File: config.mk
export PLATFORM = sky130hd
export DESIGN_NAME = sorted_table_insert_search
export DESIGN_NICKNAME = d
export VERILOG_FILES = /design/src/design/sti_pkg.sv /design/src/design/sti_ram.sv /design/src/design/sorted_table_insert_search.sv
export SDC_FILE = /design/constraint.sdc
export NUM_CORES = 1
export LEC_CHECK = 0
export BUFFER_PORTS_ARGS = -buffer_cell sky130_fd_sc_hd__buf_2
export CORE_UTILIZATION = 64
export CTS_BUF_LIST = sky130_fd_sc_hd__clkbuf_8
export CTS_CLUSTER_SIZE = 40
export DETAILED_ROUTE_END_ITERATION = 8
export GPL_TIMING_DRIVEN = 0
export HOLD_SLACK_MARGIN = 0.06
export PLACE_DENSITY_LB_ADDON = 0.25
export SLEW_MARGIN = 15
export SYNTH_ARGS = -nofsm -noshare
export SYNTH_HDL_FRONTEND = slang
export SYNTH_SLANG_ARGS = --single-unit
File: constraint.sdc
create_clock -name clk -period 5.9 [get_ports clk]
set_input_delay 0.295 -clock clk [delete_from_list [all_inputs] [get_ports clk]]
set_output_delay 0.295 -clock clk [all_outputs]
set_load 0.01 [all_outputs]
File: src/design/sti_pkg.sv
// Shared types and constants for the sorted table with insert and search.
package sti_pkg;

  localparam int TABLE_DEPTH = 8;
  localparam int VALUE_W     = 32;
  localparam int IDX_W       = (TABLE_DEPTH > 1) ? $clog2(TABLE_DEPTH) : 1;
  localparam int CNT_W       = $clog2(TABLE_DEPTH + 1);
  localparam int POS_W       = 4;

  typedef enum logic {
    OP_INSERT = 1'b0,
    OP_SEARCH = 1'b1
  } sti_op_t;

  typedef enum logic [1:0] {
    STAT_INSERTED = 2'd0,
    STAT_FOUND    = 2'd1,
    STAT_ABSENT   = 2'd2,
    STAT_FULL     = 2'd3
  } sti_status_t;

  typedef enum logic [2:0] {
    ST_IDLE,
    ST_INS_CMP,
    ST_INS_PUT,
    ST_SRCH_PROBE,
    ST_SRCH_CMP
  } sti_state_t;

  typedef struct packed {
    sti_op_t                     opcode;
    logic signed [VALUE_W-1:0]   value;
  } sti_cmd_t;

  typedef struct packed {
    sti_status_t       status;
    logic [POS_W-1:0]  position;
    logic [POS_W-1:0]  entry_count;
  } sti_result_t;

endpackage

File: src/design/sti_ram.sv
// Generic single-write, single-read RAM with registered read data.
module sti_ram #(
  parameter int WIDTH = 32,
  parameter int DEPTH = 8
) (
  input  logic                                     clk,
  input  logic                                     wr_en,
  input  logic [((DEPTH > 1) ? $clog2(DEPTH) : 1)-1:0] wr_addr,
  input  logic [WIDTH-1:0]                         wr_data,
  input  logic                                     rd_en,
  input  logic [((DEPTH > 1) ? $clog2(DEPTH) : 1)-1:0] rd_addr,
  output logic [WIDTH-1:0]                         rd_data
);

  logic [WIDTH-1:0] mem [DEPTH];

  always_ff @(posedge clk) begin
    if (wr_en) begin
      mem[wr_addr] <= wr_data;
    end
    if (rd_en) begin
      rd_data <= mem[rd_addr];
    end
  end

endmodule

File: src/design/sorted_table_insert_search.sv
// Sorted table of signed values: ordered insertion and binary search over one RAM.
// Insert into a full or empty table finishes straight from idle; otherwise each entry above
//   the new value moves up one slot, one RAM read and compare per entry moved. A search does
//   one RAM read and compare per probe, at most ceil(log2(TABLE_DEPTH + 1)) probes.
// One command at a time; busy drops in the cycle of the done strobe, when the
//   next command may already transfer. The one-cycle result cannot be stalled.
// Synchronous reset clears state, fill count and done; unwritten RAM is never read, so no clearing.
module sorted_table_insert_search (
  input  logic                 clk,
  input  logic                 rst,
  input  logic                 start,
  output logic                 busy,
  input  sti_pkg::sti_cmd_t    cmd,
  output logic                 done,
  output sti_pkg::sti_result_t result
);

  // Control state
  sti_pkg::sti_state_t           state, state_next;
  logic [sti_pkg::CNT_W-1:0]     count, count_next;
  logic                          done_next;

  // Working registers for the command in flight
  logic signed [sti_pkg::VALUE_W-1:0] value, value_next;
  logic [sti_pkg::IDX_W-1:0]     p, p_next;      // insertion slot being filled
  logic [sti_pkg::CNT_W-1:0]     lo, lo_next;    // search bounds, half-open
  logic [sti_pkg::CNT_W-1:0]     hi, hi_next;
  logic [sti_pkg::IDX_W-1:0]     mid, mid_next;
  sti_pkg::sti_result_t          result_next;

  // RAM port signals
  logic                          wr_en;
  logic [sti_pkg::IDX_W-1:0]     wr_addr;
  logic [sti_pkg::VALUE_W-1:0]   wr_data;
  logic                          rd_en;
  logic [sti_pkg::IDX_W-1:0]     rd_addr;
  logic [sti_pkg::VALUE_W-1:0]   rd_data;

  // Midpoint arithmetic: floor((lo + hi - 1) / 2)
  logic [sti_pkg::CNT_W:0]       bound_sum;
  logic [sti_pkg::IDX_W-1:0]     mid_calc;

  assign bound_sum = {1'b0, lo} + {1'b0, hi} - (sti_pkg::CNT_W+1)'(1);
  assign mid_calc  = sti_pkg::IDX_W'(bound_sum >> 1);
  assign busy      = (state != sti_pkg::ST_IDLE);

  sti_ram #(
    .WIDTH (sti_pkg::VALUE_W),
    .DEPTH (sti_pkg::TABLE_DEPTH)
  ) u_table (
    .clk     (clk),
    .wr_en   (wr_en),
    .wr_addr (wr_addr),
    .wr_data (wr_data),
    .rd_en   (rd_en),
    .rd_addr (rd_addr),
    .rd_data (rd_data)
  );

  always_ff @(posedge clk) begin
    if (rst) begin
      state <= sti_pkg::ST_IDLE;
      count <= '0;
      done  <= 1'b0;
    end else begin
      state <= state_next;
      count <= count_next;
      done  <= done_next;
    end
    value  <= value_next;
    p      <= p_next;
    lo     <= lo_next;
    hi     <= hi_next;
    mid    <= mid_next;
    result <= result_next;
  end

  always_comb begin
    state_next  = state;
    count_next  = count;
    done_next   = 1'b0;
    value_next  = value;
    p_next      = p;
    lo_next     = lo;
    hi_next     = hi;
    mid_next    = mid;
    result_next = result;
    wr_en       = 1'b0;
    wr_addr     = p;
    wr_data     = value;
    rd_en       = 1'b0;
    rd_addr     = mid_calc;

    unique case (state)
      sti_pkg::ST_IDLE: begin
        if (start) begin
          value_next = cmd.value;
          unique case (cmd.opcode)
            sti_pkg::OP_INSERT: begin
              if (count >= sti_pkg::CNT_W'(sti_pkg::TABLE_DEPTH)) begin
                // Table full: report and leave everything untouched
                result_next.status      = sti_pkg::STAT_FULL;
                result_next.position    = sti_pkg::POS_W'(count);
                result_next.entry_count = sti_pkg::POS_W'(count);
                done_next               = 1'b1;
              end else if (count == '0) begin
                // Empty table: store straight into the first slot
                wr_en                   = 1'b1;
                wr_addr                 = '0;
                wr_data                 = cmd.value;
                count_next              = sti_pkg::CNT_W'(1);
                result_next.status      = sti_pkg::STAT_INSERTED;
                result_next.position    = '0;
                result_next.entry_count = sti_pkg::POS_W'(sti_pkg::CNT_W'(1));
                done_next               = 1'b1;
              end else begin
                // Fetch the top entry; the free slot sits just above it
                rd_en      = 1'b1;
                rd_addr    = sti_pkg::IDX_W'(count - sti_pkg::CNT_W'(1));
                p_next     = sti_pkg::IDX_W'(count);
                state_next = sti_pkg::ST_INS_CMP;
              end
            end
            sti_pkg::OP_SEARCH: begin
              lo_next    = '0;
              hi_next    = count;
              state_next = sti_pkg::ST_SRCH_PROBE;
            end
            default: ;
          endcase
        end
      end

      sti_pkg::ST_INS_CMP: begin
        // rd_data holds entry p-1; move it up while it exceeds the new value
        if (value < $signed(rd_data)) begin
          wr_en   = 1'b1;
          wr_data = rd_data;
          p_next  = p - sti_pkg::IDX_W'(1);
          if (p == sti_pkg::IDX_W'(1)) begin
            state_next = sti_pkg::ST_INS_PUT;
          end else begin
            rd_en   = 1'b1;
            rd_addr = p - sti_pkg::IDX_W'(2);
          end
        end else begin
          // Equal or smaller entry below: the value lands in slot p
          wr_en                   = 1'b1;
          count_next              = count + sti_pkg::CNT_W'(1);
          result_next.status      = sti_pkg::STAT_INSERTED;
          result_next.position    = sti_pkg::POS_W'(sti_pkg::CNT_W'(p));
          result_next.entry_count = sti_pkg::POS_W'(count + sti_pkg::CNT_W'(1));
          done_next               = 1'b1;
          state_next              = sti_pkg::ST_IDLE;
        end
      end

      sti_pkg::ST_INS_PUT: begin
        // Every entry moved up: store the value at the bottom
        wr_en                   = 1'b1;
        count_next              = count + sti_pkg::CNT_W'(1);
        result_next.status      = sti_pkg::STAT_INSERTED;
        result_next.position    = sti_pkg::POS_W'(sti_pkg::CNT_W'(p));
        result_next.entry_count = sti_pkg::POS_W'(count + sti_pkg::CNT_W'(1));
        done_next               = 1'b1;
        state_next              = sti_pkg::ST_IDLE;
      end

      sti_pkg::ST_SRCH_PROBE: begin
        if (lo < hi) begin
          rd_en      = 1'b1;
          mid_next   = mid_calc;
          state_next = sti_pkg::ST_SRCH_CMP;
        end else begin
          // Range empty: the low bound is the insertion point
          result_next.status      = sti_pkg::STAT_ABSENT;
          result_next.position    = sti_pkg::POS_W'(lo);
          result_next.entry_count = sti_pkg::POS_W'(count);
          done_next               = 1'b1;
          state_next              = sti_pkg::ST_IDLE;
        end
      end

      sti_pkg::ST_SRCH_CMP: begin
        if (value == $signed(rd_data)) begin
          result_next.status      = sti_pkg::STAT_FOUND;
          result_next.position    = sti_pkg::POS_W'(sti_pkg::CNT_W'(mid));
          result_next.entry_count = sti_pkg::POS_W'(count);
          done_next               = 1'b1;
          state_next              = sti_pkg::ST_IDLE;
        end else begin
          if (value < $signed(rd_data)) begin
            hi_next = sti_pkg::CNT_W'(mid);
          end else begin
            lo_next = sti_pkg::CNT_W'(mid) + sti_pkg::CNT_W'(1);
          end
          state_next = sti_pkg::ST_SRCH_PROBE;
        end
      end

      default: begin
        state_next = sti_pkg::ST_IDLE;
      end
    endcase
  end

endmodule
-- Yosys cells after proc, flatten, opt, wreduce, memory -nomap -nowiden
Memory sizes are Yosys's and may differ from the RTL's. A register that Yosys moved wholly into a read port is not among the register bits.
Index checks and enable logic that the tools add are counted.
- order comparisons: 3
- reductions and logical operators: 16
- equality and inequality tests: 23
- bitwise logic cells: 1
- muxes and demuxes: 79
- add/subtract/negate cells: 7
- operator list (kind ; count):
    $mux W32 ; 5
    $mux W10 ; 7
    $mux W3 ; 22
    $pmux W32 S2 ; 1
    $mux W4 ; 13
    $pmux W10 S5 ; 1
    $eq A32 B32 Y1 ; 1
    $lt A32 B32 Y1 ; 1
    $ne A2 B2 Y1 const B ; 13
    $mux W1 ; 19
    $pmux W3 S2 ; 3
    $pmux W4 S2 ; 2
    $ne A3 B3 Y1 const B ; 4
    $pmux W3 S4 ; 1
    $pmux W4 S3 ; 1
    $reduce_and A6 Y1 ; 2
    $reduce_and A5 Y1 ; 2
    $reduce_and A7 Y1 ; 1
    $eq A3 B1 Y1 const B ; 2
    $eq A3 B2 Y1 const B ; 2
    $reduce_bool A3 Y1 ; 2
    $sub A3 B1 Y3 const B ; 2
    $pmux W1 S5 ; 1
    $reduce_bool A5 Y1 ; 1
    18 further kinds ; 20
- output and inout bits: 12
- register bits: 64
- memories: 1
- word-level logic and storage cells: 141
- input port bits: 36
- memory bits (writable): 256
- memories (name ; depth ; width ; read ports ; clocked after memory_dff ; wr ports ; line ; RTL):
    u_table.mem ; 8 ; 32 ; 1 ; 1 ; 1 ; sti_ram.sv:15 ; logic [WIDTH-1:0] mem [DEPTH];

-- Logic depth before layout (Yosys ltp)
Gate-level depths: netlist (run 1).
- depth in word-level cells: 8
- mapped depth: 14
- gate-level depth less buffers: 11

-- By module
A second synthesis (run 1) with hierarchy kept.
- cell total of the unflattened synthesis: 891
- area, all modules: 15157.0 µm²
- modules (own cells, without submodules) (module ; area an instance (µm²) ; times used ; cells each ; seq. area each (µm²)):
    sti_ram ; 10786.6 ; 1 ; 415 ; 8648.3
    sorted_table_insert_search ; 4370.4 ; 1 ; 476 ; 1841.8

-- Worst setup path before layout (run 1)
OpenSTA, ideal clock, no wires.
- path type: register to register
- start point: register state[0]
- end point: memory u_table.mem[1][0] (enable)
- data arrival time: 3.946 ns
- path buffers: 1
- setup time: 0.501 ns
- period minus slack after synthesis: 4.448 ns
- stages on the path, launching flop included: 5
- slack: 1.452 ns
- data required time: 5.399 ns
- cell sequence: dfxtp_1 -> clkbuf_1 -> xor2_1 -> nand2_1 -> nor4_1
- longest elaborated chain between the ends: 5
- elaborated cells between the ends (all ways): 8
- classes of those cells: eq/ne: 2; mux: 4; reduce/logical: 2
- ends and longest elaborated chain (element ; line ; RTL):
    start: declaration ; sorted_table_insert_search.sv:19 ; sti_pkg::sti_state_t state, state_next;
    start signal: assignment ; sorted_table_insert_search.sv:62 ; state <= sti_pkg::ST_IDLE;
    start signal: assignment ; sorted_table_insert_search.sv:66 ; state <= state_next;
    $eq A3 B1 Y1 / $eq A3 B2 Y1 (equally long branches) ; sorted_table_insert_search.sv:94 ; unique case (state)
    $reduce_or A2 Y1 (no line) ; -- ;
    $pmux W1 S2 ; sorted_table_insert_search.sv:94 ;
    $mux W1 ; sti_ram.sv:18 ; if (wr_en) begin
    $mux W1 (implied by the code) ; sti_ram.sv:19 ; mem[wr_addr] <= wr_data;
    end: declaration ; sti_ram.sv:15 ;
Parallel ways exist; a longest one is shown, timed or not.

-- Final worst setup path (run 1)
- start point: register value[31] (netlist bit)
- end point: register u_table.rd_data[15] (read register of u_table.mem), data pin
- longest elaborated chain between the ends: 3
- elaborated cells between the ends (all ways): 5
- classes of those cells: order compare: 1; mux: 4
- ends and longest elaborated chain (element ; line ; RTL):
    start: declaration ; sorted_table_insert_search.sv:24 ; logic signed [sti_pkg::VALUE_W-1:0] value, value_next;
    start signal: assignment ; sorted_table_insert_search.sv:70 ; value <= value_next;
    $lt A32 B32 Y1 * ; sorted_table_insert_search.sv:136 ; if (value < $signed(rd_data)) begin
    $mux W1 / $mux W3 (equally long branches) ; sorted_table_insert_search.sv:136 ;
    $pmux W1 S3 / $pmux W3 S2 (equally long branches) ; sorted_table_insert_search.sv:94 ;
    end: declaration ; sti_ram.sv:12 ; output logic [WIDTH-1:0] rd_data
Mark *: on every way between the ends. The rest lies on a longest branch, timed or not.
A chain may end at the register's enable or synchronous reset.

==> results_dict.tcl, run 1 <==
set metrics [dict create \
    slew_headroom 0.339 \
    worstReg2RegStart "value[31]" \
    seq_area_frac_synth 0.673 \
    core-area_mm2 0.0237 \
    fp.dieH_um 158 \
    critPathCapture "u_table.rd_data[15]" \
    dieArea_mm2 0.0250 \
    cp.required_ns 6.32 \
    synth_nets 1043 \
    yosys-top-cells-count "344 x edfxtp_1, 129 x mux2i_1, 81 x inv_1" \
    cpLargestDelayFamily "simple AND/OR/NAND/NOR gates" \
    r2r-end "u_table.rd_data[15]" \
    fin_crit_ns 4.24 \
    synth-edff-count 344 \
    yosysTopAreaCell "edfxtp_1" \
    synth_top_area_frac 0.663 \
    async_flop_share 0 \
    crit_top_cell "buf_6" \
    post_cts_buffers 0 \
    worstPathCellList "ha_1 -> nand4_1 -> nor4_2 -> and4_1 -> o41a_4 -> or3_1 -> buf_6 -> o22a_2 -> buf_6 -> clkbuf_1 -> mux2i_1 -> a221oi_2" \
    layout-area-overhead-vs-synth_pct 14.4 \
    drv_slew 0 \
    cp-start-kind "register" \
    cts.sinks 352 \
    cts.clk_slew.worst_paths_ns 0.07 \
    outcome "completed" \
    yosysMostFrequentCell "edfxtp_1" \
    grt_pass1_vias 9153 \
    cap_viol_max_count 0 \
    yosys_warnings 0 \
    routabilityCongestion 0.894 \
    nNetsFinal 1208 \
    antenna_found_initial 0 \
    grt_pass1_wl_mm 52.9 \
    cp_data_arrival_time_ns 4.66 \
    grt_remaining_overflow 0 \
    initial_core_util 0.658 \
    synth_cells 963 \
    hold_viol_final 0 \
    die_w_um 158 \
    crit_path_end_kind "register" \
    synth_cell_types 61 \
    wire_per_inst_um 23.7 \
    top_level_ports 48 \
    ant_nets 0 \
    cp-startpoint "value[31]" \
    grt.total_usage 0.295 \
    ys.flop_type "edfxtp_1" \
    cts_tree "yes" \
    hpwl_mm 22.7 \
    cp_num_buf_inv 3 \
    setup_viol 0 \
    cts_root_buf "clkbuf_8" \
    drtIter0Drc 935 \
    wl_mm 35.2 \
    netlist_top_cells_area "edfxtp_1 66%, mux2i_1 8.3%, a22o_4 3.5%, ha_1 3.5%, a221oi_2 3.0%" \
    cpPeakStageDelay_ns 0.72 \
    fmax_mhz 236 \
    finalCritPeriodShare 0.719 \
    tns_ns 0 \
    clk_path_buf_depth 3 \
    crit_cells 12 \
    fin_skew_ns 0.0256 \
    clock_latency_ns 0.60 \
    worst_path_max_delay_cell "clkbuf_1" \
    rsz0062_at_grt "no" \
    grt_max_degree 33 \
    syn_area_per_cell_um2 16.2 \
    r2r_slack_ns 1.66 \
    hold_depth 5 \
    ys_ff_latch 352 \
    portBuffers 47 \
    cts_max_level 2 \
    hold_class "primary input to register" \
    via_per_inst 6.14 \
    post-route-drc-count 0 \
    vias 9111 \
    cp_max_fo 10 \
    path_class "register to register" \
    worstRegToRegCells 12 \
    drive_gt1_frac 0.217 \
    cts-buffers-inserted 54 \
    fp-row-count 56 \
    antennaDiodeCount 0 \
    worstMarginPinSlew_ns 0.986 \
    syn-cell-area_mm2 0.0156 \
    drt_first_pass_iters 7 \
]
-- metal layers --
metal  share of wire  up-vias  wire (um)  global-route usage
met3           0.075       85       2640              0.0515
met5               0        -          0                   0
li1                -     4138          -                   -
met2            0.48      456      16800               0.484
met4           0.028        0        969               0.106
met1            0.42     4432      14700               0.398
-- state kept, by name, summed over array words and instances (netlist names) --
signal           count
result              10
state                3
lo                   4
mid                  3
value               32
done                 1
u_table.rd_data     32
count                4
hi                   4
u_table.mem        256
p                    3
-- kinds of logic after synthesis --
logic type / count (synthesis) / share of synthesized area
adders and majority gates: 44 / 0.0358
AOI/OAI and AO/OA: 178 / 0.122
muxes: 130 / 0.0836
DFF: 352 / 0.673
and+or+nand+nor: 123 / 0.0422
buffers and inverters: 129 / 0.0392
xor gates and xnor gates: 7 / 0.00394
-- what timing repair did --
action                    CTS  global route
gates resized for setup     0             0
hold buffers               33             0
hold endpoints to repair   37             0
-- how the worst min path moves through the flow --
| stage | startpoint | endpoint | slack [ns] |
|---|---|---|---|
| 6_report | start | state[1] | 0.19 |
| 5_1_grt | start | state[0] | 0.22 |
| 4_1_cts | start | state[1] | 0.14 |
| 3_5_place_dp | cmd[30] | value[30] | 0.49 |
| 3_3_place_gp | cmd[28] | value[28] | 0.49 |
| 2_1_floorplan | rst | count[1] | 0.37 |
-- per-stage QoR --
step	std cells	setup slack, ns	utilization	hold WS (ns)	cell area, um^2
after global placement	1329	-2.13	0.685	0.492	16200
after global routing	1483	1.47	0.752	0.222	17800
after detailed placement	1358	1.72	0.698	0.494	16500
after CTS	1483	1.63	0.752	0.142	17800
final	1483	1.66	0.752	0.186	17800
after floorplan	963	1.45	-	0.367	15600
-- cells in the final DEF, fill, tap and decap left out, drive strengths merged, types with 22 or more instances in the layout --
| master | count |
|---|---|
| a21oi | 25 |
| a221oi | 32 |
| a222oi | 31 |
| a22o | 34 |
| buf | 104 |
| clkbuf | 75 |
| dlygate4sd3 | 33 |
| edfxtp | 344 |
| ha | 43 |
| inv | 101 |
| mux2i | 129 |
| nand2 | 31 |
| nor2 | 32 |
| o21ai | 22 |
-- layout make-up --
cell class                      count  area, um^2
Timing Repair Buffer              109         840
Clock inverter                     37         195
Clock buffer                       55         757
Buffer                             48         307
Tap cell                          319         399
Fill cell                        1481        5860
Inverter                           81         304
Multi-Input combinational cell    482        4530
Sequential cell                   352       10500
-- tightest hold or removal path: stages --
cell and delay, ns:
buf_2 0.13, o21ai_0 0.07, a21oi_1 0.08, o21ai_0 0.10
a21oi_1 0.05
Power of run 1 is left out: the tool's default activity adds up to more than one toggle a clock period on the data nets, which glitch-free logic cannot reach.
==> run 2, diff against run 1 <==
==> constraint.sdc (replaced) <==
create_clock -name clk -period 3.94 [get_ports clk]
set_input_delay 0.197 -clock clk [delete_from_list [all_inputs] [get_ports clk]]
set_output_delay 0.197 -clock clk [all_outputs]
set_load 0.01 [all_outputs]
==> results_dict.tcl, run 2 (synthesis gave the netlist of run 1 again) <==
set metrics [dict create \
    outcome "completed" \
    placed_cells 1353 \
    fin_crit_ns 3.82 \
    cp_max_fo 10 \
    fin_skew_ns 0.0276 \
    holdPathEnd "state[0]" \
    worst_path_max_delay_cell "o41a_4" \
    cp_data_arrival_time_ns 4.14 \
    wire_per_inst_um 23.1 \
    layout-area-overhead-vs-synth_pct 15.0 \
    routabilityCongestion 0.888 \
    drtIter0Drc 913 \
    cap_viol_max_count 0 \
    worstRegToRegCells 13 \
    cts-buffers-inserted 55 \
    hold_depth 4 \
    grt_max_degree 33 \
    crit_path_end_kind "register" \
    fp-row-count 56 \
    cpLargestDelayFamily "compound AO/OA/AOI/OAI gates" \
    drv_slew 0 \
    regArea_mm2 0.0105 \
    hp-start "start" \
    worstReg2RegStart "value[14]" \
    whs_ns 0.0844 \
    post-route-drc-count 0 \
    r2r_slack_ns 0.12 \
    cp_num_buf_inv 3 \
    finalCritPeriodShare 0.970 \
    grt_remaining_overflow 0 \
    fmax_mhz 262 \
    cpPeakStageDelay_ns 0.52 \
    die_w_um 158 \
    r2r-end "u_table.rd_data[20]" \
    largest_reg_flops 256 \
    multi_input_area_mm2 0.00456 \
    cts_max_level 2 \
    setup_viol 0 \
    crit_top_cell "buf_6" \
    hpwl_mm 22.5 \
    wl_mm 34.4 \
    placed_area_mm2 0.0166 \
    hold_viol_final 0 \
    cts.sinks 352 \
    slew_headroom 0.350 \
    nNetsFinal 1208 \
    dieArea_mm2 0.0250 \
    cts_root_buf "clkbuf_8" \
    num-fill-cells 1480 \
    grt_pass1_wl_mm 52.3 \
    path_class "register to register" \
    initial_core_util 0.658 \
    fin_area_mm2 0.0179 \
    fp.dieH_um 158 \
    clk_path_buf_depth 3 \
    hold_class "primary input to register" \
    antennaDiodeCount 0 \
    cp-start-kind "register" \
    grt.total_usage 0.291 \
    cp.required_ns 4.26 \
    largest_registers "u_table.mem: 256 flops, u_table.rd_data: 32 flops, value: 32 flops" \
    layout_commonest_cell "edfxtp_1" \
    core-area_mm2 0.0237 \
    worstPathCellList "ha_1 -> nand4_1 -> nor3_1 -> a21boi_1 -> o41a_4 -> or3_1 -> buf_6 -> o311a_4 -> nor4_4 -> buf_4 -> buf_6 -> a22o_4 -> a221oi_2" \
    cts_tree "yes" \
    grt_pass1_vias 9254 \
    portBuffers 47 \
    via_per_inst 6.07 \
    drt_first_pass_iters 6 \
    antenna_found_initial 0 \
    tns_ns 0 \
    clock_latency_ns 0.59 \
    worstMarginPinSlew_ns 0.969 \
    top_level_ports 48 \
    drive_gt1_frac 0.220 \
    vias 9043 \
    top_register "u_table.mem" \
    fin_cells 1489 \
    ant_nets 0 \
    cts.clk_slew.worst_paths_ns 0.06 \
    mostFrequentLayoutCells "344 x edfxtp_1, 129 x mux2i_1, 105 x inv_1" \
]
==> run 2: metrics by stage <==
stage               worst slack (ns)   util
floorplan                     0.0312      -
global placement               -2.57  0.685
detailed placement            -0.218  0.699
CTS                         0.000193  0.755
global route                -0.00279  0.757
finish                         0.120  0.757
==> run 2: layout make-up <==
class,count,share of cell area
buffer,48,0.0181
clock buffer,56,0.0430
clock inverter,43,0.0101
inverter,81,0.0170
multi-input combinational,482,0.254
sequential,352,0.585
tap,319,0.0223
timing repair buffer,108,0.0498
==> run 2: tightest hold or removal path, delay by kind of cell <==
family / cells / cell delay [ns]
buf+inv: 1 / 0.12
compound gates: 3 / 0.27
==> run 2: routing by layer <==
| layer | vias to the layer above | global-route usage | part of all wire | routed length [um] |
|---|---|---|---|---|
| met5 | - | 0 | 0 | 0 |
| met4 | 0 | 0.110 | 0.028 | 964 |
| met3 | 76 | 0.0441 | 0.073 | 2490 |
| met2 | 410 | 0.482 | 0.49 | 16700 |
| met1 | 4413 | 0.392 | 0.41 | 14200 |
| li1 | 4144 | - | - | - |
==> run 2: how the worst max path moves through the flow <==
stage	to	startpoint	cells after the start
4_1_cts	u_table.mem[0][24]	value[31]	12
5_1_grt	u_table.rd_data[1]	value[14]	13
3_3_place_gp	u_table.mem[6][16]	state[0]	5
2_1_floorplan	u_table.mem[6][0]	state[0]	5
3_5_place_dp	u_table.rd_data[0]	value[31]	12
6_report	u_table.rd_data[20]	value[14]	13
==> run 2: timing repair <==
action | CTS | global route
resized for setup | 7 | 15
endpoints found under the setup margin | 110 | 283
buffers inserted | 2 | 2
gates cloned | 0 | 0
hold buffers | 33 | 0
pin swaps | 1 | 6
endpoints found under the hold margin | 40 | 0
Power of run 2 is left out for the same reason.
==> run 3, diff against run 2 <==
--- a/config.mk
+++ b/config.mk
@@ -13,6 +13,7 @@
 export GPL_TIMING_DRIVEN = 0
 export HOLD_SLACK_MARGIN = 0.06
 export PLACE_DENSITY_LB_ADDON = 0.25
+export REMOVE_ABC_BUFFERS = 1
 export SLEW_MARGIN = 15
 export SYNTH_ARGS = -nofsm -noshare
 export SYNTH_HDL_FRONTEND = slang
==> results_dict.tcl, run 3 (synthesis gave the netlist of run 1 again) <==
set metrics [dict create \
    outcome "finished with violations" \
    failed_checks "negative setup slack" \
    drive_gt1_frac 0.262 \
    regArea_mm2 0.0105 \
    num-fill-cells 1253 \
    wl_mm 38.2 \
    cts_root_buf "clkbuf_8" \
    fin_crit_ns 4.01 \
    rsz0062_at_grt "yes" \
    dieArea_mm2 0.0250 \
    cap_viol_max_count 0 \
    cts_max_level 2 \
    multi_input_area_mm2 0.00477 \
    worst_path_max_delay_cell "nor4_4" \
    r2r_slack_ns -0.07 \
    fmax_mhz 249 \
    post-route-drc-count 0 \
    cts-buffers-inserted 54 \
    grt_pass1_wl_mm 54.5 \
    hold_depth 4 \
    fp.dieH_um 158 \
    cpLargestDelayFamily "simple AND/OR/NAND/NOR gates" \
    cts.sinks 352 \
    wire_per_inst_um 25.4 \
    grt_remaining_overflow 0 \
    via_per_inst 6.47 \
    placed_area_mm2 0.0167 \
    cp_num_buf_inv 3 \
    fin_ws_ns -0.0699 \
    hp-start "cmd[32]" \
    grt_max_degree 33 \
    worstRegToRegCells 13 \
    drtIter0Drc 1338 \
    worstPathCellList "ha_4 -> nand4_1 -> nor4_4 -> o2bb2ai_4 -> nor3_2 -> or3_4 -> a311oi_4 -> nor4_4 -> buf_6 -> buf_6 -> buf_6 -> a22o_4 -> a221oi_2" \
    drv_slew 0 \
    drt_first_pass_iters 7 \
    crit_path_end_kind "register" \
    antennaDiodeCount 0 \
    cts_tree "yes" \
    finalCritPeriodShare 1.02 \
    top_level_ports 48 \
    r2r-end "u_table.rd_data[28]" \
    antenna_found_initial 0 \
    fp-row-count 56 \
    clk_path_buf_depth 3 \
    whs_ns 0.155 \
    crit_top_cell "buf_6" \
    nNetsFinal 1219 \
    cp.required_ns 4.35 \
    crit_cells 13 \
    grt.total_usage 0.301 \
    pre_cts_slack_ns -0.758 \
    setup_viol 37 \
    cp_max_fo 7 \
    cts.clk_slew.worst_paths_ns 0.07 \
    cp_data_arrival_time_ns 4.42 \
    slew_headroom 0.387 \
    routabilityCongestion 0.932 \
    top_register "u_table.mem" \
    grt_pass1_vias 9504 \
    hpwl_mm 21.6 \
    holdPathEnd "state[0]" \
    vias 9724 \
    cp-start-kind "register" \
    worstReg2RegStart "value[31]" \
    largest_registers "u_table.mem: 256 flops, u_table.rd_data: 32 flops, value: 32 flops" \
    portBuffers 47 \
    hold_viol_final 0 \
    worstMarginPinSlew_ns 0.914 \
    core-area_mm2 0.0237 \
    layout_commonest_cell "edfxtp_1" \
    fin_skew_ns 0.0344 \
    ant_nets 0 \
    mostFrequentLayoutCells "344 x edfxtp_1, 126 x mux2i_1, 92 x inv_1" \
    path_class "register to register" \
    fin_area_mm2 0.0186 \
    layout-area-overhead-vs-synth_pct 19.5 \
    tns_ns -1.44 \
    cpPeakStageDelay_ns 0.49 \
    largest_reg_flops 256 \
    initial_core_util 0.658 \
    die_w_um 158 \
    clock_latency_ns 0.62 \
    hold_class "primary input to register" \
]
run 3: cell types whose count changed in the layout (fill, tap and decap cells not counted), moves of 6 or more:
cell,before,now
inv_1,105,92
buf_4,17,42
buf_16,4,13
clkbuf_1,13,0
clkinv_1,13,20
buf_6,21,15
run 3: routing by layer:
metal | vias to the layer above | routed length (um) | share of wire | GRT usage
li1 | 4170 | - | - | -
met1 | 4787 | 14700 | 0.39 | 0.408
met2 | 639 | 18300 | 0.48 | 0.485
met3 | 128 | 3710 | 0.097 | 0.0465
met4 | 0 | 1460 | 0.038 | 0.133
met5 | - | 0 | 0 | 0
run 3: area by class of cell:
cell class	count	share of cell area
sequential	352	0.564
timing repair buffer	166	0.0881
clock inverter	46	0.0139
inverter	81	0.0163
tap	319	0.0214
clock buffer	55	0.0407
multi-input combinational	484	0.256
run 3: timing repair:
action / CTS / global route
hold endpoints to repair: 47 / 0
hold buffers: 34 / 0
gates cloned: 3 / 3
endpoints found under the setup margin: 280 / 280
gates resized for setup: 8 / 28
setup buffers: 14 / 15
pin swaps: 8 / 18
run 3: worst max path at each step:
stage,startpoint,to
4_1_cts,value[11],u_table.rd_data[28]
3_3_place_gp,value[14],u_table.rd_data[12]
3_5_place_dp,value[31],u_table.rd_data[22]
6_report,value[31],u_table.rd_data[28]
2_1_floorplan,value[14],u_table.rd_data[0]
5_1_grt,value[31],u_table.rd_data[22]
run 3: per-stage QoR:
stage                     instances  utilization
after floorplan                 915            -
after global placement         1281        0.672
after detailed placement       1333        0.704
after CTS                      1485        0.772
after global routing           1503        0.786
final                          1503        0.786
run 3: tightest hold or removal path, delay by kind of cell:
family / cells / cell delay (ns)
buffers and inverters: 1 / 0.13
AO/OA/AOI/OAI: 3 / 0.40
Power of run 3 is left out for the same reason.
